[config.mk]
export PLATFORM = sky130hd
export DESIGN_NAME = chunked_free_list_allocator_top
export DESIGN_NICKNAME = d
export VERILOG_FILES = /design/src/rtl/cfla_pkg.sv /design/src/rtl/cfla_alu.sv /design/src/rtl/chunked_free_list_allocator_top.sv
export SDC_FILE = /design/constraint.sdc
export NUM_CORES = 2
export LEC_CHECK = 0
export BUFFER_PORTS_ARGS = -buffer_cell sky130_fd_sc_hd__buf_2
export CAP_MARGIN = 20
export CELL_PAD_IN_SITES_DETAIL_PLACEMENT = 1
export CELL_PAD_IN_SITES_GLOBAL_PLACEMENT = 1
export CORE_AREA = 2 2 440 442
export CTS_CLUSTER_DIAMETER = 40
export CTS_CLUSTER_SIZE = 20
export DETAILED_ROUTE_END_ITERATION = 12
export DIE_AREA = 0 0 442 444
export PLACE_DENSITY_LB_ADDON = 0.1
export SYNTH_ARGS = -nofsm -noshare
export SYNTH_HDL_FRONTEND = slang
export SYNTH_SLANG_ARGS = --single-unit
[constraint.sdc]
create_clock -name clk -period 45.6 [get_ports clk]
set_input_delay 4.56 -clock clk [delete_from_list [all_inputs] [get_ports clk]]
set_output_delay 4.56 -clock clk [all_outputs]
set_load 0.02 [all_outputs]
[src/rtl/cfla_pkg.sv]
// ----------------------------------------------------------------------------
// cfla_pkg
// Shared types and constants of the chunked free list allocator.
// ----------------------------------------------------------------------------
package cfla_pkg;

  // pool geometry
  localparam int MAX_CHUNKS = 4;
  localparam int MAX_BLOCKS = 64;

  localparam int CHUNK_W = (MAX_CHUNKS > 1) ? $clog2(MAX_CHUNKS) : 1;
  localparam int BLK_W   = (MAX_BLOCKS > 1) ? $clog2(MAX_BLOCKS) : 1;
  localparam int OPEN_W  = $clog2(MAX_CHUNKS + 1);
  localparam int K_W     = (BLK_W > 1) ? $clog2(BLK_W) : 1;
  localparam int MEM_AW  = CHUNK_W + BLK_W;

  // field widths
  localparam int OFF_W   = 16;
  localparam int BSZ_W   = 8;
  localparam int NBLK_W  = 7;
  localparam int AVAIL_W = 7;
  localparam int IDX_W   = 8;
  localparam int ST_W    = 2;

  localparam logic [AVAIL_W-1:0] AVAIL_SAT = '1;

  // request kinds
  localparam logic REQ_ALLOC = 1'b0;
  localparam logic REQ_FREE  = 1'b1;

  // result status codes
  localparam logic [ST_W-1:0] ST_OK       = 2'd0;
  localparam logic [ST_W-1:0] ST_OOM      = 2'd1;
  localparam logic [ST_W-1:0] ST_BAD_FREE = 2'd2;

  // register indexes
  localparam logic REG_BLOCK_SIZE       = 1'b0;
  localparam logic REG_BLOCKS_PER_CHUNK = 1'b1;

  // shared arithmetic unit request and response
  typedef struct packed {
    logic [IDX_W-1:0] mul_a;
    logic [BSZ_W-1:0] mul_b;
    logic [OFF_W-1:0] sub_a;
    logic [OFF_W-1:0] sub_b;
  } alu_req_t;

  typedef struct packed {
    logic [OFF_W-1:0] prod;
    logic [OFF_W-1:0] diff;
    logic             ge;
  } alu_rsp_t;

endpackage

[src/rtl/cfla_alu.sv]
// ----------------------------------------------------------------------------
// cfla_alu
// Shared multiply and compare-subtract unit used by the sequencer.
// ----------------------------------------------------------------------------
module cfla_alu (
  input  cfla_pkg::alu_req_t req,
  output cfla_pkg::alu_rsp_t rsp
);

  logic [cfla_pkg::OFF_W:0] sub_full;

  // 8x8 product, operands widened so the full product fits the offset width
  assign rsp.prod = cfla_pkg::OFF_W'(req.mul_a) * cfla_pkg::OFF_W'(req.mul_b);

  // subtract with borrow out as the compare result
  assign sub_full = {1'b0, req.sub_a} - {1'b0, req.sub_b};
  assign rsp.diff = sub_full[cfla_pkg::OFF_W-1:0];
  assign rsp.ge   = ~sub_full[cfla_pkg::OFF_W];

endmodule

[src/rtl/chunked_free_list_allocator_top.sv]
// Allocate: check the current chunk, read and pop its list head, then scale the
//   block index to an offset; a full chunk first needs a scan and maybe a new list.
// Free: span multiply, then the chunk subtract loop and the 6-step block divide;
//   an offset past the open chunks ends right after the subtract loop.
// One request at a time; the list memory has one write and one registered read port.
// Synchronous active-low reset clears chunk heads, counts and the current chunk;
//   the list memory is not cleared and needs no startup pass.
// ----------------------------------------------------------------------------
// chunked_free_list_allocator_top
// Fixed-size block pool with an embedded free list per chunk, APB registers
// and stream request and result channels.
// ----------------------------------------------------------------------------
module chunked_free_list_allocator_top (
  input  logic        clk,
  input  logic        rst_n,
  // request channel
  input  logic        in_tvalid,
  output logic        in_tready,
  input  logic [15:0] in_tdata,    // [15:0] free_offset
  input  logic [0:0]  in_tuser,    // [0] req_type
  // result channel
  output logic        out_tvalid,
  input  logic        out_tready,
  output logic [15:0] out_tdata,   // [15:0] block_offset
  output logic [1:0]  out_tuser,   // [1:0] status
  // configuration
  input  logic        cfg_psel,
  input  logic        cfg_penable,
  input  logic        cfg_pwrite,
  input  logic [2:0]  cfg_paddr,
  input  logic [31:0] cfg_pwdata,
  output logic [31:0] cfg_prdata,
  output logic        cfg_pready
);

  typedef enum logic [11:0] {
    S_IDLE   = 12'b0000_0000_0001,
    S_CHECK  = 12'b0000_0000_0010,
    S_SEARCH = 12'b0000_0000_0100,
    S_FILL   = 12'b0000_0000_1000,
    S_POP_RD = 12'b0000_0001_0000,
    S_POP    = 12'b0000_0010_0000,
    S_SCALE  = 12'b0000_0100_0000,
    S_SPAN   = 12'b0000_1000_0000,
    S_CDIV   = 12'b0001_0000_0000,
    S_BDIV   = 12'b0010_0000_0000,
    S_PUSH   = 12'b0100_0000_0000,
    S_DONE   = 12'b1000_0000_0000
  } state_t;

  state_t state_r;

  // configuration registers
  logic [cfla_pkg::BSZ_W-1:0]   bs_r;
  logic [cfla_pkg::NBLK_W-1:0]  nblk_r;
  logic [cfla_pkg::BSZ_W-1:0]   bs_eff;
  logic [cfla_pkg::NBLK_W-1:0]  n_eff;

  // chunk bookkeeping
  logic [cfla_pkg::BLK_W-1:0]   head_r  [cfla_pkg::MAX_CHUNKS];
  logic [cfla_pkg::AVAIL_W-1:0] avail_r [cfla_pkg::MAX_CHUNKS];
  logic [cfla_pkg::OPEN_W-1:0]  chunks_open_r;
  logic [cfla_pkg::CHUNK_W-1:0] cur_r;
  logic                         cur_valid_r;

  // sequencer working registers
  logic [cfla_pkg::CHUNK_W-1:0] s_r;
  logic [cfla_pkg::CHUNK_W-1:0] c_r;
  logic [cfla_pkg::BLK_W-1:0]   fill_i_r;
  logic [cfla_pkg::BLK_W-1:0]   blk_r;
  logic [cfla_pkg::BLK_W-1:0]   q_r;
  logic [cfla_pkg::K_W-1:0]     k_r;
  logic [cfla_pkg::IDX_W-1:0]   idx_r;
  logic [cfla_pkg::OFF_W-1:0]   rem_r;
  logic [cfla_pkg::OFF_W-1:0]   span_r;
  logic [cfla_pkg::OFF_W-1:0]   res_off_r;
  logic [cfla_pkg::ST_W-1:0]    res_st_r;

  // output register
  logic                         out_tvalid_r;
  logic [cfla_pkg::OFF_W-1:0]   out_off_r;
  logic [cfla_pkg::ST_W-1:0]    out_st_r;

  // free list memory
  logic [cfla_pkg::BLK_W-1:0]   mem [2**cfla_pkg::MEM_AW];
  logic [cfla_pkg::BLK_W-1:0]   mem_rd_r;
  logic                         mem_we;
  logic [cfla_pkg::MEM_AW-1:0]  mem_waddr;
  logic [cfla_pkg::BLK_W-1:0]   mem_wdata;

  // chunk read select
  logic [cfla_pkg::CHUNK_W-1:0] sel_idx;
  logic [cfla_pkg::BLK_W-1:0]   sel_head;
  logic [cfla_pkg::AVAIL_W-1:0] sel_avail;

  logic s_last;
  logic fill_last;
  logic cfg_wr;

  cfla_pkg::alu_req_t alu_req;
  cfla_pkg::alu_rsp_t alu_rsp;

  cfla_alu u_alu (
    .req (alu_req),
    .rsp (alu_rsp)
  );

  // effective register values
  assign bs_eff = (bs_r == '0) ? cfla_pkg::BSZ_W'(1) : bs_r;
  always_comb begin
    if (nblk_r == '0) begin
      n_eff = cfla_pkg::NBLK_W'(1);
    end else if (nblk_r > cfla_pkg::NBLK_W'(cfla_pkg::MAX_BLOCKS)) begin
      n_eff = cfla_pkg::NBLK_W'(cfla_pkg::MAX_BLOCKS);
    end else begin
      n_eff = nblk_r;
    end
  end

  // configuration port
  assign cfg_pready = 1'b1;
  assign cfg_wr     = cfg_psel & cfg_penable & cfg_pwrite & cfg_pready;

  always_ff @(posedge clk) begin
    if (!rst_n) begin
      bs_r   <= cfla_pkg::BSZ_W'(16);
      nblk_r <= cfla_pkg::NBLK_W'(64);
    end else if (cfg_wr) begin
      unique case (cfg_paddr[2])
        cfla_pkg::REG_BLOCK_SIZE:       bs_r   <= cfg_pwdata[cfla_pkg::BSZ_W-1:0];
        cfla_pkg::REG_BLOCKS_PER_CHUNK: nblk_r <= cfg_pwdata[cfla_pkg::NBLK_W-1:0];
        default: ;
      endcase
    end
  end

  always_comb begin
    unique case (cfg_paddr[2])
      cfla_pkg::REG_BLOCK_SIZE:       cfg_prdata = 32'(bs_r);
      cfla_pkg::REG_BLOCKS_PER_CHUNK: cfg_prdata = 32'(nblk_r);
      default:                        cfg_prdata = '0;
    endcase
  end

  // chunk entry read by the current step
  always_comb begin
    unique case (state_r)
      S_SEARCH:                 sel_idx = s_r;
      S_CDIV, S_BDIV, S_PUSH:   sel_idx = c_r;
      default:                  sel_idx = cur_r;
    endcase
  end
  assign sel_head  = head_r[sel_idx];
  assign sel_avail = avail_r[sel_idx];

  assign s_last    = (cfla_pkg::OPEN_W'(s_r) + cfla_pkg::OPEN_W'(1)) >= chunks_open_r;
  assign fill_last = (cfla_pkg::NBLK_W'(fill_i_r) + cfla_pkg::NBLK_W'(1)) == n_eff;

  // shared unit operand select
  always_comb begin
    alu_req.mul_a = cfla_pkg::IDX_W'(n_eff);
    alu_req.mul_b = bs_eff;
    alu_req.sub_a = rem_r;
    alu_req.sub_b = span_r;
    unique case (state_r)
      S_POP: begin
        alu_req.mul_a = cfla_pkg::IDX_W'(cur_r);
        alu_req.mul_b = cfla_pkg::BSZ_W'(n_eff);
      end
      S_SCALE: alu_req.mul_a = idx_r;
      S_BDIV:  alu_req.sub_b = cfla_pkg::OFF_W'(bs_eff) << k_r;
      default: ;
    endcase
  end

  // list memory write: chunk build or block push
  always_comb begin
    mem_we    = 1'b0;
    mem_waddr = {c_r, q_r};
    mem_wdata = sel_head;
    if (state_r == S_FILL) begin
      mem_we    = 1'b1;
      mem_waddr = {cur_r, fill_i_r};
      mem_wdata = fill_last ? '0 : fill_i_r + cfla_pkg::BLK_W'(1);
    end else if (state_r == S_PUSH && rem_r == '0) begin
      mem_we = 1'b1;
    end
  end

  always_ff @(posedge clk) begin
    if (mem_we) begin
      mem[mem_waddr] <= mem_wdata;
    end
    if (state_r == S_POP_RD) begin
      mem_rd_r <= mem[{cur_r, sel_head}];
    end
  end

  // sequencer
  always_ff @(posedge clk) begin
    if (!rst_n) begin
      state_r       <= S_IDLE;
      chunks_open_r <= '0;
      cur_r         <= '0;
      cur_valid_r   <= 1'b0;
      out_tvalid_r  <= 1'b0;
      for (int i = 0; i < cfla_pkg::MAX_CHUNKS; i++) begin
        head_r[i]  <= '0;
        avail_r[i] <= '0;
      end
    end else begin
      // result taken downstream, unless a new one is loaded at this edge
      if (out_tready && state_r != S_DONE) begin
        out_tvalid_r <= 1'b0;
      end

      unique case (state_r)
        S_IDLE: begin
          if (in_tvalid) begin
            rem_r   <= in_tdata;
            state_r <= (in_tuser[0] == cfla_pkg::REQ_FREE) ? S_SPAN : S_CHECK;
          end
        end

        // keep the current chunk while it has space
        S_CHECK: begin
          if (cur_valid_r && sel_avail != '0) begin
            state_r <= S_POP_RD;
          end else begin
            s_r     <= '0;
            state_r <= S_SEARCH;
          end
        end

        // scan open chunks in order, else open a new one, or report out of memory
        S_SEARCH: begin
          if (cfla_pkg::OPEN_W'(s_r) < chunks_open_r && sel_avail != '0) begin
            cur_r       <= s_r;
            cur_valid_r <= 1'b1;
            state_r     <= S_POP_RD;
          end else if (s_last) begin
            if (chunks_open_r == cfla_pkg::OPEN_W'(cfla_pkg::MAX_CHUNKS)) begin
              res_off_r <= '0;
              res_st_r  <= cfla_pkg::ST_OOM;
              state_r   <= S_DONE;
            end else begin
              cur_r       <= chunks_open_r[cfla_pkg::CHUNK_W-1:0];
              cur_valid_r <= 1'b1;
              fill_i_r    <= '0;
              state_r     <= S_FILL;
            end
          end else begin
            s_r <= s_r + cfla_pkg::CHUNK_W'(1);
          end
        end

        // build ascending list of the new chunk, one entry a cycle
        S_FILL: begin
          if (fill_last) begin
            head_r[cur_r]  <= '0;
            avail_r[cur_r] <= cfla_pkg::AVAIL_W'(n_eff);
            chunks_open_r  <= chunks_open_r + cfla_pkg::OPEN_W'(1);
            state_r        <= S_POP_RD;
          end else begin
            fill_i_r <= fill_i_r + cfla_pkg::BLK_W'(1);
          end
        end

        S_POP_RD: begin
          blk_r   <= sel_head;
          state_r <= S_POP;
        end

        // pop head, form block index
        S_POP: begin
          avail_r[cur_r] <= sel_avail - cfla_pkg::AVAIL_W'(1);
          head_r[cur_r]  <= mem_rd_r;
          idx_r          <= alu_rsp.prod[cfla_pkg::IDX_W-1:0] + cfla_pkg::IDX_W'(blk_r);
          state_r        <= S_SCALE;
        end

        S_SCALE: begin
          res_off_r <= alu_rsp.prod;
          res_st_r  <= cfla_pkg::ST_OK;
          state_r   <= S_DONE;
        end

        // chunk span for the free decode
        S_SPAN: begin
          span_r  <= alu_rsp.prod;
          c_r     <= '0;
          state_r <= S_CDIV;
        end

        // chunk number by repeated span subtraction
        S_CDIV: begin
          if (!alu_rsp.ge) begin
            if (cfla_pkg::OPEN_W'(c_r) >= chunks_open_r) begin
              res_off_r <= '0;
              res_st_r  <= cfla_pkg::ST_BAD_FREE;
              state_r   <= S_DONE;
            end else begin
              k_r     <= cfla_pkg::K_W'(cfla_pkg::BLK_W - 1);
              q_r     <= '0;
              state_r <= S_BDIV;
            end
          end else if ((cfla_pkg::OPEN_W'(c_r) + cfla_pkg::OPEN_W'(1)) >= chunks_open_r) begin
            res_off_r <= '0;
            res_st_r  <= cfla_pkg::ST_BAD_FREE;
            state_r   <= S_DONE;
          end else begin
            rem_r <= alu_rsp.diff;
            c_r   <= c_r + cfla_pkg::CHUNK_W'(1);
          end
        end

        // block number by restoring division, one quotient bit a cycle
        S_BDIV: begin
          if (alu_rsp.ge) begin
            rem_r    <= alu_rsp.diff;
            q_r[k_r] <= 1'b1;
          end
          if (k_r == '0) begin
            state_r <= S_PUSH;
          end else begin
            k_r <= k_r - cfla_pkg::K_W'(1);
          end
        end

        // misaligned offsets are rejected, else push the block
        S_PUSH: begin
          res_off_r <= '0;
          if (rem_r != '0) begin
            res_st_r <= cfla_pkg::ST_BAD_FREE;
          end else begin
            res_st_r    <= cfla_pkg::ST_OK;
            head_r[c_r] <= q_r;
            if (sel_avail != cfla_pkg::AVAIL_SAT) begin
              avail_r[c_r] <= sel_avail + cfla_pkg::AVAIL_W'(1);
            end
          end
          state_r <= S_DONE;
        end

        // hand the result to the output register
        S_DONE: begin
          if (!out_tvalid_r || out_tready) begin
            out_tvalid_r <= 1'b1;
            out_off_r    <= res_off_r;
            out_st_r     <= res_st_r;
            state_r      <= S_IDLE;
          end
        end

        default: state_r <= S_IDLE;
      endcase
    end
  end

  assign in_tready  = (state_r == S_IDLE);
  assign out_tvalid = out_tvalid_r;
  assign out_tdata  = out_off_r;
  assign out_tuser  = out_st_r;

endmodule

# Yosys cells after proc, flatten, opt, wreduce, memory -nomap -nowiden

Memories as Yosys holds them, arrays and structs flattened. A register that Yosys moved wholly into a read port is not among the register bits.
Cells that the tools add are included.

Register bits: 135
Bits in writable memories: 1588
Input port bits: 59
Output and inout port bits: 53
Logic and storage cells: 239
Memories: 3

Add/subtract/negate cells: 12
Multiply operators: 1
$lt $le $gt $ge: 7
Equality and inequality tests: 37
Shift-type cells: 1
Multiplexer cells: 110
Bitwise gates (word level): 6
Reduce and logical (&&, ||, !) cells: 42

Memories:

| name    | words | width | rd ports | clocked after memory_dff | write ports | line                                  | source |
|---|---|---|---|---|---|---|---|
| mem     | 256   | 6     | 1        | 1                        | 1           | chunked_free_list_allocator_top.sv:85 | `logic [cfla_pkg::BLK_W-1:0] mem [2**cfla_pkg::MEM_AW];` |
| avail_r | 4     | 7     | 1        | 0                        | 4           | chunked_free_list_allocator_top.sv:61 | `logic [cfla_pkg::AVAIL_W-1:0] avail_r [cfla_pkg::MAX_CHUNKS];` |
| head_r  | 4     | 6     | 1        | 0                        | 4           | chunked_free_list_allocator_top.sv:60 | `logic [cfla_pkg::BLK_W-1:0] head_r [cfla_pkg::MAX_CHUNKS];` |

Operator list:

| cell                 | count |
|---|---|
| $mux 16              | 11 |
| $pmux 12 s11         | 1 |
| $mux 12              | 10 |
| $mux 6               | 12 |
| $pmux 16 s4          | 1 |
| $pmux 32 s2          | 1 |
| $pmux 16 s3          | 1 |
| $mux 2               | 19 |
| $mux 7               | 5 |
| $ne 2x2->1 const B   | 17 |
| $mux 1               | 32 |
| $mux 8               | 4 |
| $pmux 6 s2           | 2 |
| $reduce_and 6->1     | 3 |
| $sub 16x16->17       | 1 |
| $logic_not 16->1     | 1 |
| $mul 8x8->16         | 1 |
| $pmux 8 s2           | 1 |
| $reduce_bool 16->1   | 1 |
| $shl 8x3->16         | 1 |
| $reduce_and 5->1     | 3 |
| $reduce_or 7->1      | 2 |
| $eq 12x1->1 const B  | 1 |
| $eq 12x10->1 const B | 1 |
| 59 further kinds     | 84 |

# Longest topological paths before layout

Word-level depth: 12
Depth in mapped cells: 31
Mapped depth without buffers: 30

# Cells and area by module

From an unflattened synthesis, not the netlist that was laid out.

Cell total of the unflattened synthesis: 5896
Area total of the unflattened synthesis: 75099.5 sq um

By module, submodules not included:

| module                          | instances | cells each | area an instance (sq um) | seq. area each (sq um) |
|---|---|---|---|---|
| chunked_free_list_allocator_top | 1         | 5502       | 72007.8                  | 51579.5 |
| cfla_alu                        | 1         | 394        | 3091.7                   | 0.0 |

# Worst setup path after synthesis

No wires, ideal clock.

Path kind: flip-flop to flip-flop
Start point: register state_r[4]
End point: memory mem[0][0] (netlist name) (data pin)
Setup time: 2.188 ns
Data arrival time: 12.778 ns
Required time: 43.412 ns
Path slack: 30.634 ns
Cell stages (with the launch flop): 13
Buffers on the path: 5
Clock period less this slack: 14.966 ns
Path through: dfxtp_1 > nor4_4 > nand3_2 > o41a_1 > and2_1 > buf_6 > buf_6 > mux2i_1 > mux2_2 > buf_2 > buf_2 > clkbuf_1 > o21ai_0

Word-level cells in the longest chain between the ends: 5
Elaborated cells on any way between the ends: 9
Those cells by class: 5 x eq/ne; 2 x mux; 1 x reduce/logical; 1 x memory

Ends and longest elaborated chain:

| item                                       | line                                   | source |
|---|---|---|
| start: declaration                         | chunked_free_list_allocator_top.sv:51  | `state_t state_r;` |
| start signal: assignment                   | chunked_free_list_allocator_top.sv:221 | `state_r <= (in_tuser[0] == cfla_pkg::REQ_FREE) ? S_SPAN : S_CHECK;` |
| $eq 12x11->1, or another cell as far along | chunked_free_list_allocator_top.sv:147 | `unique case (state_r)` |
| $reduce_or 3->1                            | chunked_free_list_allocator_top.sv:147 |  |
| $pmux 2 s2                                 | chunked_free_list_allocator_top.sv:147 |  |
| $mem_v2 4x6                                | -                                      |  |
| $mux 6 *                                   | chunked_free_list_allocator_top.sv:181 | `if (state_r == S_FILL) begin` |
| net mem_wdata (one bit)                    | chunked_free_list_allocator_top.sv:89  | `logic [cfla_pkg::BLK_W-1:0] mem_wdata;` |
| end: declaration                           | chunked_free_list_allocator_top.sv:85  |  |

The timed path passes the listed nets; every way through them passes the cells marked *.

# Final worst setup path

Start point: input port cfg_paddr[2]
End point: output port cfg_prdata[0]

Word-level cells in the longest chain between the ends: 2

Ends and longest elaborated chain:

| item                       | line                                   | source |
|---|---|---|
| start: declaration         | chunked_free_list_allocator_top.sv:30  | `input logic [2:0] cfg_paddr,` |
| $not 1->1 (no source line) | -                                      |  |
| $pmux 32 s2 *              | chunked_free_list_allocator_top.sv:138 | `unique case (cfg_paddr[2])` |
| end: declaration           | chunked_free_list_allocator_top.sv:32  | `output logic [31:0] cfg_prdata,` |

Every way passes the cells marked *; elsewhere a longest branch is shown, timed or not. The select of a mux whose other input is x is not followed.

==> run summary <==
=================================================================================
Gr usage total .....................................................        0.239
Count of synthesis-stage warnings from yosys .......................            0
First-pass DRT Iterations ..........................................            7
Setup WS post-layout ...............................................     35710 ps
Buffer type at the clock tree root ................................. sky130_fd_sc_hd__clkbuf_16
Count of boundary I/O pins .........................................          112
Htree depth ........................................................            5
Die width ..........................................................       442 um
Via density per instance ...........................................         5.69
Global placer's final weighted congestion ..........................        0.808
Worst-margin pin slew ..............................................      1090 ps
Core region area ...................................................    0.192 mm2
Ratio of cells with drive above 1 in the final layout ..............        0.124
Final-report hold violation count ..................................            0
Data required time of the critical path ............................     41040 ps
Post-cts sizing count ..............................................            0
Top cells by area, synth ........................................... sky130_fd_sc_hd__edfxtp_1, sky130_fd_sc_hd__nand2_1, sky130_fd_sc_hd__a211oi_1
Pin count of the biggest net entering global routing ...............          191
RSZ-0062 raised after global routing ...............................        false
Area of the mapped netlist .........................................   0.0742 mm2
Maximum count of clock buffers along a single path .................            4
Power per Cell Area ................................................  48.8 mW/mm2
Syn_area_per_cell ..................................................     12.8 um2
Ys flop type ....................................................... sky130_fd_sc_hd__edfxtp_1
Clock tree from TritonCTS ..........................................         done
Top achievable clock speed .........................................      101 MHz
Wire length of the first global-routing pass .......................       350 mm
Number of buffers created by CTS ...................................          307
Crit. End Element .................................................. primary output
Number of maximum-capacitance violations ...........................            0
PnR Total Power ....................................................      4.27 mW
Hold/Removal Path Class ............................................ register to register
Detailed router's first-iteration violation count ..................         3968
Leakage dissipation ................................................      30.5 nW
Crit start category ................................................   input port
Detailed placement HPWL ............................................       138 mm
Number of nets still failing antenna checks after routing ..........            0
Share of the synthesized area in the top cell type .................        0.686
Area growth from synthesis to layout ...............................        17.9%
Antenna violations before repair ...................................            7
Post-Route Setup TNS ...............................................         0 ps
Most numerous cell in the Yosys netlist ............................ sky130_fd_sc_hd__edfxtp_1
Number of synthesized register bits ................................         1729
Number of enable-type register cells in the synthesized netlist ....         1695
Dominant cell type by area after synthesis ......................... sky130_fd_sc_hd__edfxtp_1
Seq/Total Area, Yosys ..............................................        0.695
Number of global-route vias before repair ..........................        50400
Number of vias in the routed layout ................................        49300
Total Routed Length ................................................       237 mm
Count of unique library cells instantiated by Yosys ................           80
Port buffer count ..................................................           60
Remaining routing DRC violations ...................................            0
Clk sinks ..........................................................         1729
Headroom to the max-slew limit .....................................        0.270
Die Outline Area ...................................................    0.196 mm2
Total of fill cells in the finished design .........................        19300
Row cnt ............................................................          161
Data arrival time of the critical path .............................      5330 ps
Largest driver fanout on the critical path .........................           11
Final standard cell count with taps included and fillers excluded ..         8663
Die H ..............................................................       444 um
Fin crit period ....................................................      9890 ps
Clock latency of the later-clocked register in the worst-skew pair .       930 ps
Layout Nets ........................................................         6079
Initial Utilization ................................................        0.387
Final Max Slew Viols ...............................................            0
Fin crit share .....................................................        0.217
Setup skew after layout ............................................      59.7 ps
Cell count after placement .........................................         8116
Peak VDD IR ........................................................  0.0000421 V
Final setup viols ..................................................            0
Result of the run .................................................. complete, no violations
Worst-path clk slew ................................................        40 ps
Total overflow reported by the global router .......................            0
Core Util, Final ...................................................        0.457
Asr flop ratio synth ...............................................            0
Average wire per cell in the routed design .........................      27.4 um
Number of buffers added to fix hold violations after cts ...........            0
Worst R2R Setup Slack ..............................................     36990 ps
Most frequent cells after synthesis ................................ sky130_fd_sc_hd__edfxtp_1, sky130_fd_sc_hd__nand2_1, sky130_fd_sc_hd__nor2_1, sky130_fd_sc_hd__a211oi_1, sky130_fd_sc_hd__and3_1
Buffer count from post-CTS setup fixing ............................            0
Gate count of the mapped netlist ...................................         5801
Class of the most critical setup path .............................. input port to primary output
Place WS ...........................................................     35710 ps
=================================================================================
-- worst paths after layout --
check                           cells after the start                       start                           to
worst max-delay path                                3                cfg_paddr[2]                cfg_prdata[0]
worst min-delay path                                0  res_off_r[4]$_SDFFCE_PP0P_       out_tdata[4]$_DFFE_PP_
worst max register to register                     26    state_r[11]$_SDFFE_PN0P_  res_off_r[15]$_SDFFCE_PP0P_
worst min register to register                      0  res_off_r[4]$_SDFFCE_PP0P_       out_tdata[4]$_DFFE_PP_
-- per-layer routing --
| metal | GRT usage | wire length, um | vias up |
|---|---|---|---|
| met5 | 0 | 20 | - |
| li1 | - | - | 22000 |
| met4 | 0.0723 | 6310 | 2 |
| met2 | 0.383 | 112000 | 1291 |
| met1 | 0.335 | 106000 | 25700 |
| met3 | 0.0400 | 12900 | 361 |
-- through the flow --
step	cell area [um2]	hold slack, ps
floorplan	74300	400
global placement	77100	402
detailed placement	77100	406
CTS	87500	418
global route	87500	422
finish	87500	415
-- cells by family after synthesis --
kind of cell,synth area share
other cells,0.000101
mux,0.0155
flops,0.695
simple gates,0.137
fa+ha+maj,0.0234
compound gates,0.0923
buf+inv,0.0311
xor+xnor,0.00602
-- power by group --
group          switching [mW]  internal, mW  total (mW)
Clock                   0.823          1.50        2.32
Combinational           0.142        0.0471       0.189
Sequential            0.00464          1.75        1.75
-- area by class of cell --
| type | instances | area [um2] | area share |
|---|---|---|---|
| multi-input cells | 3577 | 20700 | 0.236 |
| diodes | 3 | 7.51 | 0.0000858 |
| clock buffers | 332 | 7950 | 0.0908 |
| clock inverters | 207 | 2440 | 0.0279 |
| inverters | 115 | 447 | 0.00510 |
| flip-flops and latches | 1729 | 51600 | 0.589 |
| well taps | 2526 | 3160 | 0.0361 |
| repair buffers | 174 | 1290 | 0.0147 |
-- state kept, by name (all words and copies together) (netlist names), 6 cells and up --
register and cells:
avail_r 28, mem_rd_r 6, bs_r 8, span_r 16, fill_i_r 6, idx_r 8, blk_r 6, out_tdata 16
nblk_r 7, state_r 12, mem 1536, rem_r 16, q_r 6, res_off_r 16, head_r 24
-- placed cells by master (no fill, tap or decap), types with 16 or more instances in the layout --
cell                            n
sky130_fd_sc_hd__nor4_1        16
sky130_fd_sc_hd__conb_1        25
sky130_fd_sc_hd__clkinv_2      25
sky130_fd_sc_hd__clkinv_1      34
sky130_fd_sc_hd__a311oi_1     118
sky130_fd_sc_hd__mux2i_1       91
sky130_fd_sc_hd__nand3_1      226
sky130_fd_sc_hd__and2_1        25
sky130_fd_sc_hd__o211ai_1      26
sky130_fd_sc_hd__mux2_2        20
sky130_fd_sc_hd__xnor2_1       34
sky130_fd_sc_hd__and3_1       248
sky130_fd_sc_hd__ha_1          78
sky130_fd_sc_hd__o21ai_0       49
sky130_fd_sc_hd__a211oi_1     257
sky130_fd_sc_hd__a31oi_1      157
sky130_fd_sc_hd__clkinv_4      22
sky130_fd_sc_hd__a32oi_1       34
sky130_fd_sc_hd__nand2_1     1143
sky130_fd_sc_hd__inv_6         33
sky130_fd_sc_hd__clkbuf_1      16
sky130_fd_sc_hd__a221oi_1      42
sky130_fd_sc_hd__edfxtp_1    1695
sky130_fd_sc_hd__a21oi_1      139
sky130_fd_sc_hd__nand4_1       59
sky130_fd_sc_hd__inv_1        107
sky130_fd_sc_hd__clkbuf_16    314
sky130_fd_sc_hd__buf_4        101
sky130_fd_sc_hd__clkinvlp_4    40
sky130_fd_sc_hd__dfxtp_1       34
sky130_fd_sc_hd__a22oi_1       26
sky130_fd_sc_hd__xor2_1        17
sky130_fd_sc_hd__bufinv_16     41
sky130_fd_sc_hd__fa_1          38
sky130_fd_sc_hd__nor2_1       447
sky130_fd_sc_hd__o22ai_1       19
sky130_fd_sc_hd__nand2_2       19
sky130_fd_sc_hd__buf_2         60
sky130_fd_sc_hd__nor3_1        34
-- critical path, cell delays in order --
cell                     delay [ps]
sky130_fd_sc_hd__buf_2          220
sky130_fd_sc_hd__mux2_2         380
sky130_fd_sc_hd__buf_2          160
Note: power is estimated with default switching activity, not from simulation.
